`src/hw/rtl/i2cms_pkg.sv`:
```
package i2cms_pkg;

    // action codes carried by a command item
    localparam logic [2:0] ACT_TICK  = 3'd0;
    localparam logic [2:0] ACT_START = 3'd1;
    localparam logic [2:0] ACT_STOP  = 3'd2;
    localparam logic [2:0] ACT_WRITE = 3'd3;
    localparam logic [2:0] ACT_READ  = 3'd4;

    // sequence kinds held while busy
    localparam logic [2:0] OP_IDLE  = 3'd0;
    localparam logic [2:0] OP_START = 3'd1;
    localparam logic [2:0] OP_STOP  = 3'd2;
    localparam logic [2:0] OP_WRITE = 3'd3;
    localparam logic [2:0] OP_READ  = 3'd4;

    // step numbers that mark phase boundaries
    localparam logic [4:0] STEP_FIRST     = 5'd1;
    localparam logic [4:0] STEP_WR_LAST   = 5'd15;
    localparam logic [4:0] STEP_WR_DATA   = 5'd14;
    localparam logic [4:0] STEP_WR_ACK    = 5'd16;
    localparam logic [4:0] STEP_RD_SHIFT  = 5'd7;
    localparam logic [4:0] STEP_RD_ACKBIT = 5'd8;
    localparam logic [4:0] STEP_RD_ACKHI  = 5'd9;
    localparam logic [2:0] BIT_MSB        = 3'd7;

    typedef struct packed {
        logic [2:0] action;
        logic [7:0] tx_byte;
        logic       send_nack;
        logic       sda_in;
    } cmd_item_t;

    typedef struct packed {
        logic       scl_out;
        logic       sda_out;
        logic       sda_drive;
        logic       busy_res;
        logic       done_res;
        logic       ack_received;
        logic [7:0] rx_byte;
        logic       rejected;
    } res_item_t;

endpackage

```
`src/hw/rtl/i2cms_in_stage.sv`:
```
module i2cms_in_stage (
    input  logic                  clk,
    input  logic                  rst_n,
    input  logic                  cmd_valid,
    output logic                  cmd_stall,
    input  i2cms_pkg::cmd_item_t  cmd,
    input  logic                  advance,
    output logic                  item_valid,
    output i2cms_pkg::cmd_item_t  item
);

    logic                 valid_reg;
    logic                 valid_next;
    i2cms_pkg::cmd_item_t item_reg;

    // hold while the stored item cannot move on
    assign cmd_stall  = valid_reg && !advance;
    assign valid_next = cmd_stall ? valid_reg : cmd_valid;

    always_ff @(posedge clk or negedge rst_n)
    begin
        if (!rst_n)
        begin
            valid_reg <= 1'b0;
        end
        else
        begin
            valid_reg <= valid_next;
        end
    end

    always_ff @(posedge clk)
    begin
        if (cmd_valid && !cmd_stall)
        begin
            item_reg <= cmd;
        end
    end

    assign item_valid = valid_reg;
    assign item       = item_reg;

endmodule

```
`src/hw/rtl/i2cms_core.sv`:
```
module i2cms_core (
    input  logic                  clk,
    input  logic                  rst_n,
    input  logic                  item_valid,
    input  i2cms_pkg::cmd_item_t  item,
    output logic                  advance,
    output logic                  res_valid,
    input  logic                  res_stall,
    output i2cms_pkg::res_item_t  res
);

    logic [2:0] op_reg,    op_next;
    logic [4:0] step_reg,  step_next;
    logic [7:0] shift_reg, shift_next;
    logic       scl_reg,   scl_next;
    logic       sda_reg,   sda_next;
    logic       drive_reg, drive_next;
    logic       ack_reg,   ack_next;
    logic [7:0] rx_reg,    rx_next;
    logic       nack_reg,  nack_next;
    logic       res_valid_reg;
    i2cms_pkg::res_item_t res_reg, res_next;

    logic       fire;
    logic       busy;
    logic       done;
    logic       rej;
    logic [4:0] s;
    logic [2:0] bit_idx;

    assign advance = !res_valid_reg || !res_stall;
    assign fire    = item_valid && advance;
    assign busy    = (op_reg != i2cms_pkg::OP_IDLE);
    assign s       = step_reg + 5'd1;
    assign bit_idx = i2cms_pkg::BIT_MSB - s[3:1];

    always_comb
    begin
        op_next    = op_reg;
        step_next  = step_reg;
        shift_next = shift_reg;
        scl_next   = scl_reg;
        sda_next   = sda_reg;
        drive_next = drive_reg;
        ack_next   = ack_reg;
        rx_next    = rx_reg;
        nack_next  = nack_reg;
        done       = 1'b0;
        rej        = 1'b0;

        if (item.action == i2cms_pkg::ACT_TICK)
        begin
            if (busy)
            begin
                step_next = s;
                unique case (op_reg)
                    i2cms_pkg::OP_START:
                    begin
                        if (s == i2cms_pkg::STEP_FIRST)
                        begin
                            sda_next = 1'b0;
                        end
                        else
                        begin
                            scl_next = 1'b0;
                            done     = 1'b1;
                        end
                    end
                    i2cms_pkg::OP_STOP:
                    begin
                        if (s == i2cms_pkg::STEP_FIRST)
                        begin
                            sda_next = 1'b1;
                        end
                        else
                        begin
                            done = 1'b1;
                        end
                    end
                    i2cms_pkg::OP_WRITE:
                    begin
                        priority if (s <= i2cms_pkg::STEP_WR_LAST && s[0])
                        begin
                            scl_next = 1'b1;
                        end
                        else if (s <= i2cms_pkg::STEP_WR_DATA)
                        begin
                            scl_next = 1'b0;
                            sda_next = shift_reg[bit_idx];
                        end
                        else if (s == i2cms_pkg::STEP_WR_ACK)
                        begin
                            drive_next = 1'b0;
                            scl_next   = 1'b1;
                        end
                        else
                        begin
                            ack_next   = !item.sda_in;
                            scl_next   = 1'b0;
                            drive_next = 1'b1;
                            done       = 1'b1;
                        end
                    end
                    i2cms_pkg::OP_READ:
                    begin
                        if (s <= i2cms_pkg::STEP_RD_ACKBIT)
                        begin
                            shift_next = {shift_reg[6:0], item.sda_in};
                        end
                        priority if (s <= i2cms_pkg::STEP_RD_SHIFT)
                        begin
                            scl_next = 1'b1;
                        end
                        else if (s == i2cms_pkg::STEP_RD_ACKBIT)
                        begin
                            scl_next   = 1'b0;
                            drive_next = 1'b1;
                            sda_next   = nack_reg;
                        end
                        else if (s == i2cms_pkg::STEP_RD_ACKHI)
                        begin
                            scl_next = 1'b1;
                        end
                        else
                        begin
                            scl_next = 1'b0;
                            rx_next  = shift_reg;
                            done     = 1'b1;
                        end
                    end
                    default:
                    begin
                    end
                endcase
                if (done)
                begin
                    op_next   = i2cms_pkg::OP_IDLE;
                    step_next = 5'd0;
                end
            end
        end
        else if (item.action <= i2cms_pkg::ACT_READ)
        begin
            if (busy)
            begin
                rej = 1'b1;
            end
            else
            begin
                op_next   = item.action;
                step_next = 5'd0;
                unique case (item.action)
                    i2cms_pkg::ACT_START:
                    begin
                        sda_next   = 1'b1;
                        scl_next   = 1'b1;
                        drive_next = 1'b1;
                    end
                    i2cms_pkg::ACT_STOP:
                    begin
                        sda_next   = 1'b0;
                        scl_next   = 1'b1;
                        drive_next = 1'b1;
                    end
                    i2cms_pkg::ACT_WRITE:
                    begin
                        shift_next = item.tx_byte;
                        drive_next = 1'b1;
                        sda_next   = item.tx_byte[7];
                    end
                    default:
                    begin
                        shift_next = 8'd0;
                        nack_next  = item.send_nack;
                        drive_next = 1'b0;
                        scl_next   = 1'b1;
                    end
                endcase
            end
        end

        res_next.scl_out      = scl_next;
        res_next.sda_out      = drive_next ? sda_next : 1'b1;
        res_next.sda_drive    = drive_next;
        res_next.busy_res     = (op_next != i2cms_pkg::OP_IDLE);
        res_next.done_res     = done;
        res_next.ack_received = ack_next;
        res_next.rx_byte      = rx_next;
        res_next.rejected     = rej;
    end

    always_ff @(posedge clk or negedge rst_n)
    begin
        if (!rst_n)
        begin
            op_reg        <= i2cms_pkg::OP_IDLE;
            step_reg      <= 5'd0;
            shift_reg     <= 8'd0;
            scl_reg       <= 1'b1;
            sda_reg       <= 1'b1;
            drive_reg     <= 1'b1;
            ack_reg       <= 1'b0;
            rx_reg        <= 8'd0;
            nack_reg      <= 1'b0;
            res_valid_reg <= 1'b0;
        end
        else
        begin
            if (fire)
            begin
                op_reg    <= op_next;
                step_reg  <= step_next;
                shift_reg <= shift_next;
                scl_reg   <= scl_next;
                sda_reg   <= sda_next;
                drive_reg <= drive_next;
                ack_reg   <= ack_next;
                rx_reg    <= rx_next;
                nack_reg  <= nack_next;
            end
            if (advance)
            begin
                res_valid_reg <= item_valid;
            end
        end
    end

    always_ff @(posedge clk)
    begin
        if (fire)
        begin
            res_reg <= res_next;
        end
    end

    assign res_valid = res_valid_reg;
    assign res       = res_reg;

endmodule

```
`src/hw/rtl/i2c_master_bit_sequencer.sv`:
```
// a result item is registered in the result register after its command item has
// passed the input register; throughput: one item per cycle while no result is
// stalled, set by the single state update between the two registers
// reset: asynchronous, active low; bus idle with scl and sda driven high, no
// sequence in progress, no items held in either register
module i2c_master_bit_sequencer (
    input  logic                  clk,
    input  logic                  rst_n,
    input  logic                  cmd_valid,
    output logic                  cmd_stall,
    input  i2cms_pkg::cmd_item_t  cmd,
    output logic                  res_valid,
    input  logic                  res_stall,
    output i2cms_pkg::res_item_t  res
);

    // stored command item handed from the input register to the core
    logic                 item_valid;
    i2cms_pkg::cmd_item_t item;

    // high when the core can take the stored item this cycle, i.e. the
    // result register is empty or its item is being taken
    logic                 advance;

    // input register: takes a new item when empty or when the stored one moves on,
    // so a waiting result never stops the input side for more than it must
    i2cms_in_stage u_in_stage (
        .clk        (clk),
        .rst_n      (rst_n),
        .cmd_valid  (cmd_valid),
        .cmd_stall  (cmd_stall),
        .cmd        (cmd),
        .advance    (advance),
        .item_valid (item_valid),
        .item       (item)
    );

    // sequencer state and result register: one tick or command per cycle while
    // no result stalls; pin levels, ack and received byte settle in that update
    i2cms_core u_core (
        .clk        (clk),
        .rst_n      (rst_n),
        .item_valid (item_valid),
        .item       (item),
        .advance    (advance),
        .res_valid  (res_valid),
        .res_stall  (res_stall),
        .res        (res)
    );

endmodule

```
`config.mk`:
```
export PLATFORM = sky130hd
export DESIGN_NAME = i2c_master_bit_sequencer
export DESIGN_NICKNAME = d
export VERILOG_FILES = /design/src/hw/rtl/i2cms_pkg.sv /design/src/hw/rtl/i2cms_in_stage.sv /design/src/hw/rtl/i2cms_core.sv /design/src/hw/rtl/i2c_master_bit_sequencer.sv
export SDC_FILE = /design/constraint.sdc
export NUM_CORES = 1
export LEC_CHECK = 0
export ABC_AREA = 1
export CAP_MARGIN = 20
export CORE_ASPECT_RATIO = 0.5
export CORE_MARGIN = 2
export CORE_UTILIZATION = 60
export DETAILED_ROUTE_END_ITERATION = 7
export DONT_BUFFER_PORTS = 1
export MAX_ROUTING_LAYER = met4
export PLACE_DENSITY = 0.79
export SETUP_SLACK_MARGIN = 0.05
export SYNTH_ARGS = -nofsm -noshare
export SYNTH_HDL_FRONTEND = slang
export SYNTH_SLANG_ARGS = --single-unit
export TNS_END_PERCENT = 100
```
`constraint.sdc`:
```
create_clock -name clk -period 2.98 [get_ports clk]
set_clock_uncertainty 0.1 [all_clocks]
set_input_delay 0.298 -clock clk [delete_from_list [all_inputs] [get_ports clk]]
set_output_delay 0.298 -clock clk [all_outputs]
set_load 0.02 [all_outputs]
```
==> results_dict.tcl, run 1 <==
set metrics [dict create \
    status "complete, no violations" \
    routabilityCongestion 1.00 \
    max-cap-violations 0 \
    std_cell_rows 18 \
    period_needed_ns 2.71 \
    grt_start_max_net_pins 32 \
    final_antenna_net_count 0 \
    startpoint_type "register" \
    seq_area_frac_synth_pct 49.4 \
    cts_tree "done" \
    grt_setup_unrepaired "false" \
    synthTopCellsByArea "edfxtp_1 26%, dfrtp_1 21%, nand2_1 11%" \
    drt_iter0_drc 247 \
    cts_buffer_depth 2 \
    wl_per_cell_um 14.8 \
    place_hpwl_um 4870 \
    synth.avg_cell_area_um2 8.58 \
    antenna_found_initial 0 \
    max_freq_mhz 369 \
    synth_top_cell_by_area "edfxtp_1" \
    drc 0 \
    synthesis.nets 407 \
    clock-sinks 59 \
    leakage_uw 0.00176 \
    fin_setup_tns_ns 0 \
    async_flop_share_pct 52.5 \
    syn_area_um2 3280 \
    cp.arrival_ns 2.86 \
    cts-resized-gates 0 \
    drt_pass1_iterations 5 \
    drive_gt1_share_pct 16.6 \
    vdd_drop_max_mv 0.583 \
    synth_ff_type "edfxtp_1" \
    synth-seq-cells 59 \
    core_um2 5090 \
    postCtsHoldBufs 17 \
    p_per_area_nw_per_um2 858 \
    seqCellArea_um2 1620 \
    grt_util_all_layers_pct 27.0 \
    cts_setup_buffers 0 \
    synth_top_area_share_pct 25.7 \
    ys_types 33 \
    die_w_um 109 \
    io_pins 34 \
    reg2reg_slack_ns 0.27 \
    finalMaxSlewViolations 0 \
    max_slew_margin_pct 60.3 \
    syn_inst 382 \
    die_area_um2 6100 \
    gr-total-overflow 0 \
    htree_levels 3 \
    clock_latency_ns 0.34 \
    end_kind "register" \
    worst_pin_slew_ns 0.594 \
    fp.dieH_um 56.3 \
    hold_ws_ns 0.288 \
    grt_pass1_vias 2522 \
    cts_buffers 9 \
    routed_wl_um 7090 \
    cts.clk_slew.worst_paths_ns 0.07 \
    fillers 383 \
    areaGrowthSynthToFinish_pct 14.6 \
    diodes 0 \
    synth_commonest_cells "93 x nand2_1, 63 x inv_1, 33 x nand3_1, 28 x dfrtp_1, 28 x edfxtp_1" \
    cts_root_buf "clkbuf_8" \
    required_ns 3.13 \
    period_share_pct 90.9 \
    hold_path_class "input pin to asynchronous set/reset pin" \
    synthMostInstantiatedCell "nand2_1" \
    synth_edf_count 28 \
    start_util_pct 64.4 \
    numPortBuffers 0 \
    grt_pass1_wl_um 11900 \
    hold_viol 0 \
    ys_warn_count 0 \
    power_uw 3220 \
    crit_fanout 16 \
    worstSetupPathType "register to register" \
    vias 2627 \
    setup_viol 0 \
    multi_input_area_um2 1340 \
    largest_register_ffs 15 \
    vias_per_cell 5.47 \
    final_nets 430 \
]
==> routing by layer <==
layer	vias to the layer above	global-route usage [%]	wire (um)
met3	12	11.4	661
met4	0	9.52	73
met2	117	38.9	3220
li1	1281	-	-
met1	1217	34.4	3130
met5	-	-	0
==> area by class of cell <==
cell class                      instances  area share (%)
Clock buffer                           14            5.43
Clock inverter                          2            1.00
Inverter                               70            7.06
Multi-Input combinational cell        245            35.6
Sequential cell                        59            43.2
Tap cell                               70            2.33
Timing Repair Buffer                   20            5.40
==> worst max-delay path, stage by stage (launching register included) <==
cell	delay (ns)
edfxtp_1	0.42
nor2_1	0.21
ha_1	0.39
ha_1	0.32
nor3_4	0.30
inv_2	0.10
a211oi_4	0.54
nand2_1	0.12
o21ai_0	0.11
==> layout by cell type (no fill, tap or decap), types with 4 or more instances in the layout <==
| master | instances |
|---|---|
| clkbuf_8 | 13 |
| dfrtp_1 | 28 |
| dlygate4sd3_1 | 16 |
| edfxtp_1 | 28 |
| ha_1 | 8 |
| inv_1 | 63 |
| inv_2 | 5 |
| nand2_1 | 93 |
| nand2_2 | 8 |
| nand3_1 | 33 |
| nand4_1 | 7 |
| nor2_1 | 22 |
| o21ai_0 | 27 |
| o21ai_1 | 4 |
| o21ai_2 | 18 |
==> report_power, final <==
part	switching [uW]	leakage [uW]	internal, uW	total, uW
clock network	316	0.000120	528	844
logic	661	0.000965	369	1030
registers	223	0.000671	1130	1350
==> stage by stage <==
step | cells | instance area (um2) | util, % | setup WS, ns
final | 480 | 3750 | 73.8 | 0.271
after global routing | 480 | 3750 | 73.8 | 0.115
after CTS | 480 | 3750 | 73.8 | 0.288
after detailed placement | 447 | 3330 | 65.5 | 0.357
after global placement | 447 | 3330 | 65.5 | 0.446
after floorplan | 382 | 3280 | - | 0.736
==> cells by family after synthesis <==
| group | synth area share [%] |
|---|---|
| simple gates | 26.0 |
| buf+inv | 9.74 |
| flops | 49.4 |
| compound gates | 11.8 |
| fa+ha+maj | 3.05 |
==> final timing paths <==
check,startpoint,end,cells after the start
worst max-delay path,u_in_stage.item[11],u_core.shift_reg[1],8
worst min-delay path,rst_n,u_core.nack_reg,2
worst max register to register,u_in_stage.item[11],u_core.shift_reg[1],8
worst min register to register,u_core.drive_reg,u_core.drive_reg,2
max in group asynchronous,rst_n,u_core.drive_reg,2
min in group clk,u_core.drive_reg,u_core.drive_reg,2
Note: power is estimated with default switching activity, not from simulation.
==> inputs of run 2 (changes only) <==
--- a/config.mk
+++ b/config.mk
@@ -9,11 +9,11 @@
 export CAP_MARGIN = 20
 export CORE_ASPECT_RATIO = 0.5
 export CORE_MARGIN = 2
-export CORE_UTILIZATION = 60
+export CORE_UTILIZATION = 30
 export DETAILED_ROUTE_END_ITERATION = 7
 export DONT_BUFFER_PORTS = 1
 export MAX_ROUTING_LAYER = met4
-export PLACE_DENSITY = 0.79
+export PLACE_DENSITY = 0.47
 export SETUP_SLACK_MARGIN = 0.05
 export SYNTH_ARGS = -nofsm -noshare
 export SYNTH_HDL_FRONTEND = slang
==> run 2 against run 1 <==
- maximum frequency rose by 6.4%
- power up 7.2%
- sequential cell count unchanged
- combinational power about the same
- critical path depth grew 1
- cell count increased by 15%
- non-clock buffer count increased by 1
- hold slack improved by 0.034 ns
- final area increased by 4.4%
- largest cell class unchanged
==> results_dict.tcl, run 2 (synthesized netlist as in run 1, its figures left out) <==
set metrics [dict create \
    p_per_area_nw_per_um2 882 \
    setup_viol 0 \
    numPortBuffers 0 \
    antenna_found_initial 0 \
    routed_wl_um 7400 \
    drt_iter0_drc 115 \
    hold_viol 0 \
    cp_common_cell "ha_1" \
    drive_gt1_share_pct 16.3 \
    vias_per_cell 4.48 \
    startpoint_type "register" \
    drt_pass1_iterations 4 \
    wl_met3_um 401 \
    grt_pass1_vias 2383 \
    met1_length_um 3980 \
    cp.arrival_ns 2.69 \
    wl_met2_um 2990 \
    worst_pin_slew_ns 0.507 \
    period_needed_ns 2.55 \
    critPathTopFamily "adder cells" \
    std_cell_rows 26 \
    crit_fanout 16 \
    fp.dieH_um 77.9 \
    status "complete, no violations" \
    start_util_pct 31.5 \
    grt_pass1_wl_um 12500 \
    end_kind "register" \
    cts_buffers 9 \
    routabilityCongestion 0.880 \
    diodes 0 \
    final_nets 431 \
    place_hpwl_um 5490 \
    vdd_drop_max_mv 0.466 \
    required_ns 3.12 \
    max_slew_margin_pct 66.1 \
    die_area_um2 11800 \
    max_freq_mhz 393 \
    final_util_pct 37.6 \
    mostFrequentLayoutCells "93 x nand2_1, 63 x inv_1, 33 x nand3_1" \
    critPathSlowestCell "edfxtp_1" \
    core_um2 10400 \
    worstPathCellList "nor2_1, ha_1, ha_1, nor3_4, inv_2, a211oi_4, buf_4, nand2_1, o21ai_0" \
    critPathBufInv 2 \
    leakage_uw 0.00179 \
    worstSetupPathType "register to register" \
    cts_tree "done" \
    fin_setup_tns_ns 0 \
    largest_register_ffs 15 \
    cts_buffer_depth 2 \
    finalMaxSlewViolations 0 \
    vias 2470 \
    max_stage_delay_ns 0.43 \
    gr-total-overflow 0 \
    die_w_um 152 \
    drc 0 \
    max-cap-violations 0 \
    io_pins 34 \
    hold_ws_ns 0.322 \
    clock_latency_ns 0.33 \
    cts.clk_slew.worst_paths_ns 0.05 \
    wl_per_cell_um 13.4 \
    grt_setup_unrepaired "false" \
    period_share_pct 85.5 \
    areaGrowthSynthToFinish_pct 19.6 \
    final_common_cell "nand2_1" \
    grt_start_max_net_pins 32 \
    grt_util_all_layers_pct 14.0 \
    hold_path_class "input pin to asynchronous set/reset pin" \
    clock-sinks 59 \
    highest-signal-layer "met4" \
    final_area_um2 3920 \
    htree_levels 3 \
    final_antenna_net_count 0 \
    placed_cell_area_um2 3430 \
    cts_root_buf "clkbuf_16" \
]
==> run 2: final timing paths <==
path | start | end | slack [ns] | cells past startpoint
min | rst_n | u_core.step_reg[2] | 0.32 | 2
max reg2reg | u_in_stage.item[10] | u_core.shift_reg[0] | 0.43 | 9
min in group clk | u_core.drive_reg | u_core.drive_reg | 0.37 | 2
min reg2reg | u_core.drive_reg | u_core.drive_reg | 0.37 | 2
max in group asynchronous | rst_n | u_core.scl_reg | 2.20 | 2
max | u_in_stage.item[10] | u_core.shift_reg[0] | 0.43 | 9
==> run 2: layer usage <==
metal,track usage [%],vias up
met5,-,-
met2,19.1,58
li1,-,1281
met1,19.6,1129
met4,4.21,0
met3,4.58,2
==> run 2: repair_timing <==
item,in CTS,in global routing
setup buffers,0,0
hold buffers,17,0
endpoints found under the hold margin,46,0
resized for setup,0,0
==> run 2: through the flow <==
step	setup WS, ns	cells	total power (uW)
2_1_floorplan	0.736	382	2120
3_3_place_gp	0.441	518	2360
3_5_place_dp	0.452	518	2360
4_1_cts	0.437	551	3490
5_1_grt	0.212	551	3730
6_report	0.433	551	3450
==> run 2: area by class of cell <==
| class | count | area [um2] |
|---|---|---|
| repair buffers | 21 | 210 |
| fillers | 1069 | 6490 |
| well taps | 140 | 175 |
| clock inverters | 5 | 77.6 |
| multi-input cells | 245 | 1340 |
| clock buffers | 11 | 233 |
| inverters | 70 | 265 |
| flip-flops and latches | 59 | 1620 |
==> run 2: power by group <==
group	switching [uW]	internal, uW	leakage (uW)
sequential	223	1130	0.000671
clock	359	728	0.000150
combinational	652	366	0.000970
total	1230	2220	0.00179
==> inputs of run 3 (changes only) <==
--- a/config.mk
+++ b/config.mk
@@ -7,7 +7,6 @@
 export LEC_CHECK = 0
 export ABC_AREA = 1
 export CAP_MARGIN = 20
-export CORE_ASPECT_RATIO = 0.5
 export CORE_MARGIN = 2
 export CORE_UTILIZATION = 30
 export DETAILED_ROUTE_END_ITERATION = 7
==> run 3 against run 2 <==
- sequential cell count did not move
- via count rose by 0.93%
- sequential share of layout area rose by 1.1 points
- clock power fell by 34%
- critical path depth fell by 1
- non-clock buffer count rose by 2
- sequential power barely moved
- hold slack got worse by 0.024 ns
- largest cell class unchanged
- count of clock-buffer cells in the layout fell by 2
- power fell by 10%
- largest power group unchanged
- routed wire length fell by 4.8%
- die area fell by 0.42%
==> results_dict.tcl, run 3 (synthesized netlist as in run 1, its figures left out) <==
set metrics [dict create \
    hold_viol 0 \
    mostFrequentLayoutCells "93 x nand2_1, 63 x inv_1, 33 x nand3_1" \
    max_freq_mhz 428 \
    areaGrowthSynthToFinish_pct 16.5 \
    max_stage_delay_ns 0.45 \
    switching_power_uw 1210 \
    hold_path_class "input pin to asynchronous set/reset pin" \
    place_hpwl_um 5210 \
    status "complete, no violations" \
    startpoint_type "register" \
    period_share_pct 78.4 \
    cts_buffers 9 \
    htree_levels 3 \
    diodes 0 \
    period_needed_ns 2.34 \
    crit_fanout 16 \
    setup_slack_ns 0.643 \
    dp_slack_ns 0.648 \
    critPathTopFamily "simple AND/OR/NAND/NOR gates" \
    internal_power_uw 1890 \
    finalMaxSlewViolations 0 \
    end_kind "register" \
    cts_tree "done" \
    start_util_pct 30.5 \
    cts.clk_slew.worst_paths_ns 0.07 \
    drive_gt1_share_pct 17.2 \
    power.share.sequential_pct 43.6 \
    vias 2493 \
    worstSetupPathType "register to register" \
    leakage_uw 0.00175 \
    worst_pin_slew_ns 0.640 \
    final_antenna_net_count 0 \
    cts_root_buf "clkbuf_8" \
    antenna_found_initial 0 \
    routabilityCongestion 0.872 \
    gr-total-overflow 0 \
    fp.dieH_um 109 \
    grt_pass1_vias 2425 \
    final_common_cell "nand2_1" \
    die_area_um2 11800 \
    grt_pass1_wl_um 12000 \
    p_per_area_nw_per_um2 811 \
    wl_per_cell_um 12.7 \
    required_ns 3.09 \
    p_clk_share_pct 23.3 \
    vdd_drop_max_mv 0.266 \
    max-cap-violations 0 \
    setup_viol 0 \
    pwr-share-comb_pct 33.1 \
    vias_per_cell 4.51 \
    worstPathCellList "nor3_2, inv_1, ha_1, nor3_4, inv_2, a211oi_4, buf_4, o21ai_0" \
    critPathBufInv 3 \
    cts_setup_buffers 0 \
    drc 0 \
    clock-sinks 59 \
    clock_latency_ns 0.34 \
    grt_setup_unrepaired "false" \
    final_nets 433 \
    std_cell_rows 38 \
    cp.arrival_ns 2.45 \
    cts_buffer_depth 2 \
    grt_util_all_layers_pct 13.6 \
    swShare_pct 39.1 \
    critPathSlowestCell "dfrtp_1" \
    routed_wl_um 7050 \
    die_w_um 109 \
    grt_start_max_net_pins 32 \
    largest_register_ffs 15 \
    drt_pass1_iterations 4 \
    io_pins 34 \
    core_um2 10700 \
    max_slew_margin_pct 57.2 \
    drt_iter0_drc 107 \
    fin_setup_tns_ns 0 \
    numPortBuffers 0 \
]
[run 3: power by group through the flow]
| stage | clock (uW) | combinational, uW | sequential [uW] |
|---|---|---|---|
| 4_1_cts | 750 | 1030 | 1350 |
| 2_1_floorplan | 0 | 800 | 1320 |
| 3_5_place_dp | 0 | 1000 | 1370 |
| 5_1_grt | 777 | 1200 | 1380 |
| 6_report | 723 | 1020 | 1350 |
| 3_3_place_gp | 0 | 993 | 1360 |
[run 3: routing by layer]
layer / routed length [um] / vias up / track usage, %
met1: 3650 / 1153 / 19.1
li1: - / 1284 / -
met5: 0 / - / -
met3: 280 / 7 / 3.07
met2: 3030 / 49 / 19.5
met4: 85 / 0 / 4.03
[run 3: layout make-up]
class | count | area [um2]
clock buffers | 9 | 124
clock inverters | 7 | 68.8
fillers | 1129 | 6930
inverters | 70 | 265
multi-input cells | 245 | 1340
flip-flops and latches | 59 | 1620
well taps | 140 | 175
repair buffers | 23 | 225
[run 3: path summary, 6_finish.rpt]
kind,slack (ns),from,end,cells past startpoint
worst min-delay path,0.30,rst_n,u_core.rx_reg[7],2
worst min register to register,0.38,u_core.drive_reg,u_core.drive_reg,2
max in group asynchronous,2.23,rst_n,u_core.drive_reg,2
worst max register to register,0.64,u_core.op_reg[2],u_core.shift_reg[7],8
min in group clk,0.38,u_core.drive_reg,u_core.drive_reg,2
worst max-delay path,0.64,u_core.op_reg[2],u_core.shift_reg[7],8
[run 3: metrics by stage]
step                instances  hold WS (ns)  cell area [um2]  power [uW]  utilization (%)
finish                    553         0.298             3820        3100             35.5
CTS                       553         0.289             3820        3140             35.5
detailed placement        520       -0.0962             3440        2370             32.0
floorplan                 382       -0.0976             3280        2120                -
global placement          520       -0.0960             3440        2350             32.0
global route              553         0.300             3820        3360             35.5
[run 3: timing repair]
item                                   4_1_cts  5_1_grt
endpoints found under the hold margin       46        0
hold buffers                                17        0
gates resized for setup                      0        0
[run 3: worst reg2reg max path: cells and delay by family, from the launching register on]
kind | cells | cell delay, ns
simple gates | 2 | 0.54
fa+ha+maj | 1 | 0.34
buf+inv | 3 | 0.46
compound gates | 2 | 0.31
flops | 1 | 0.45
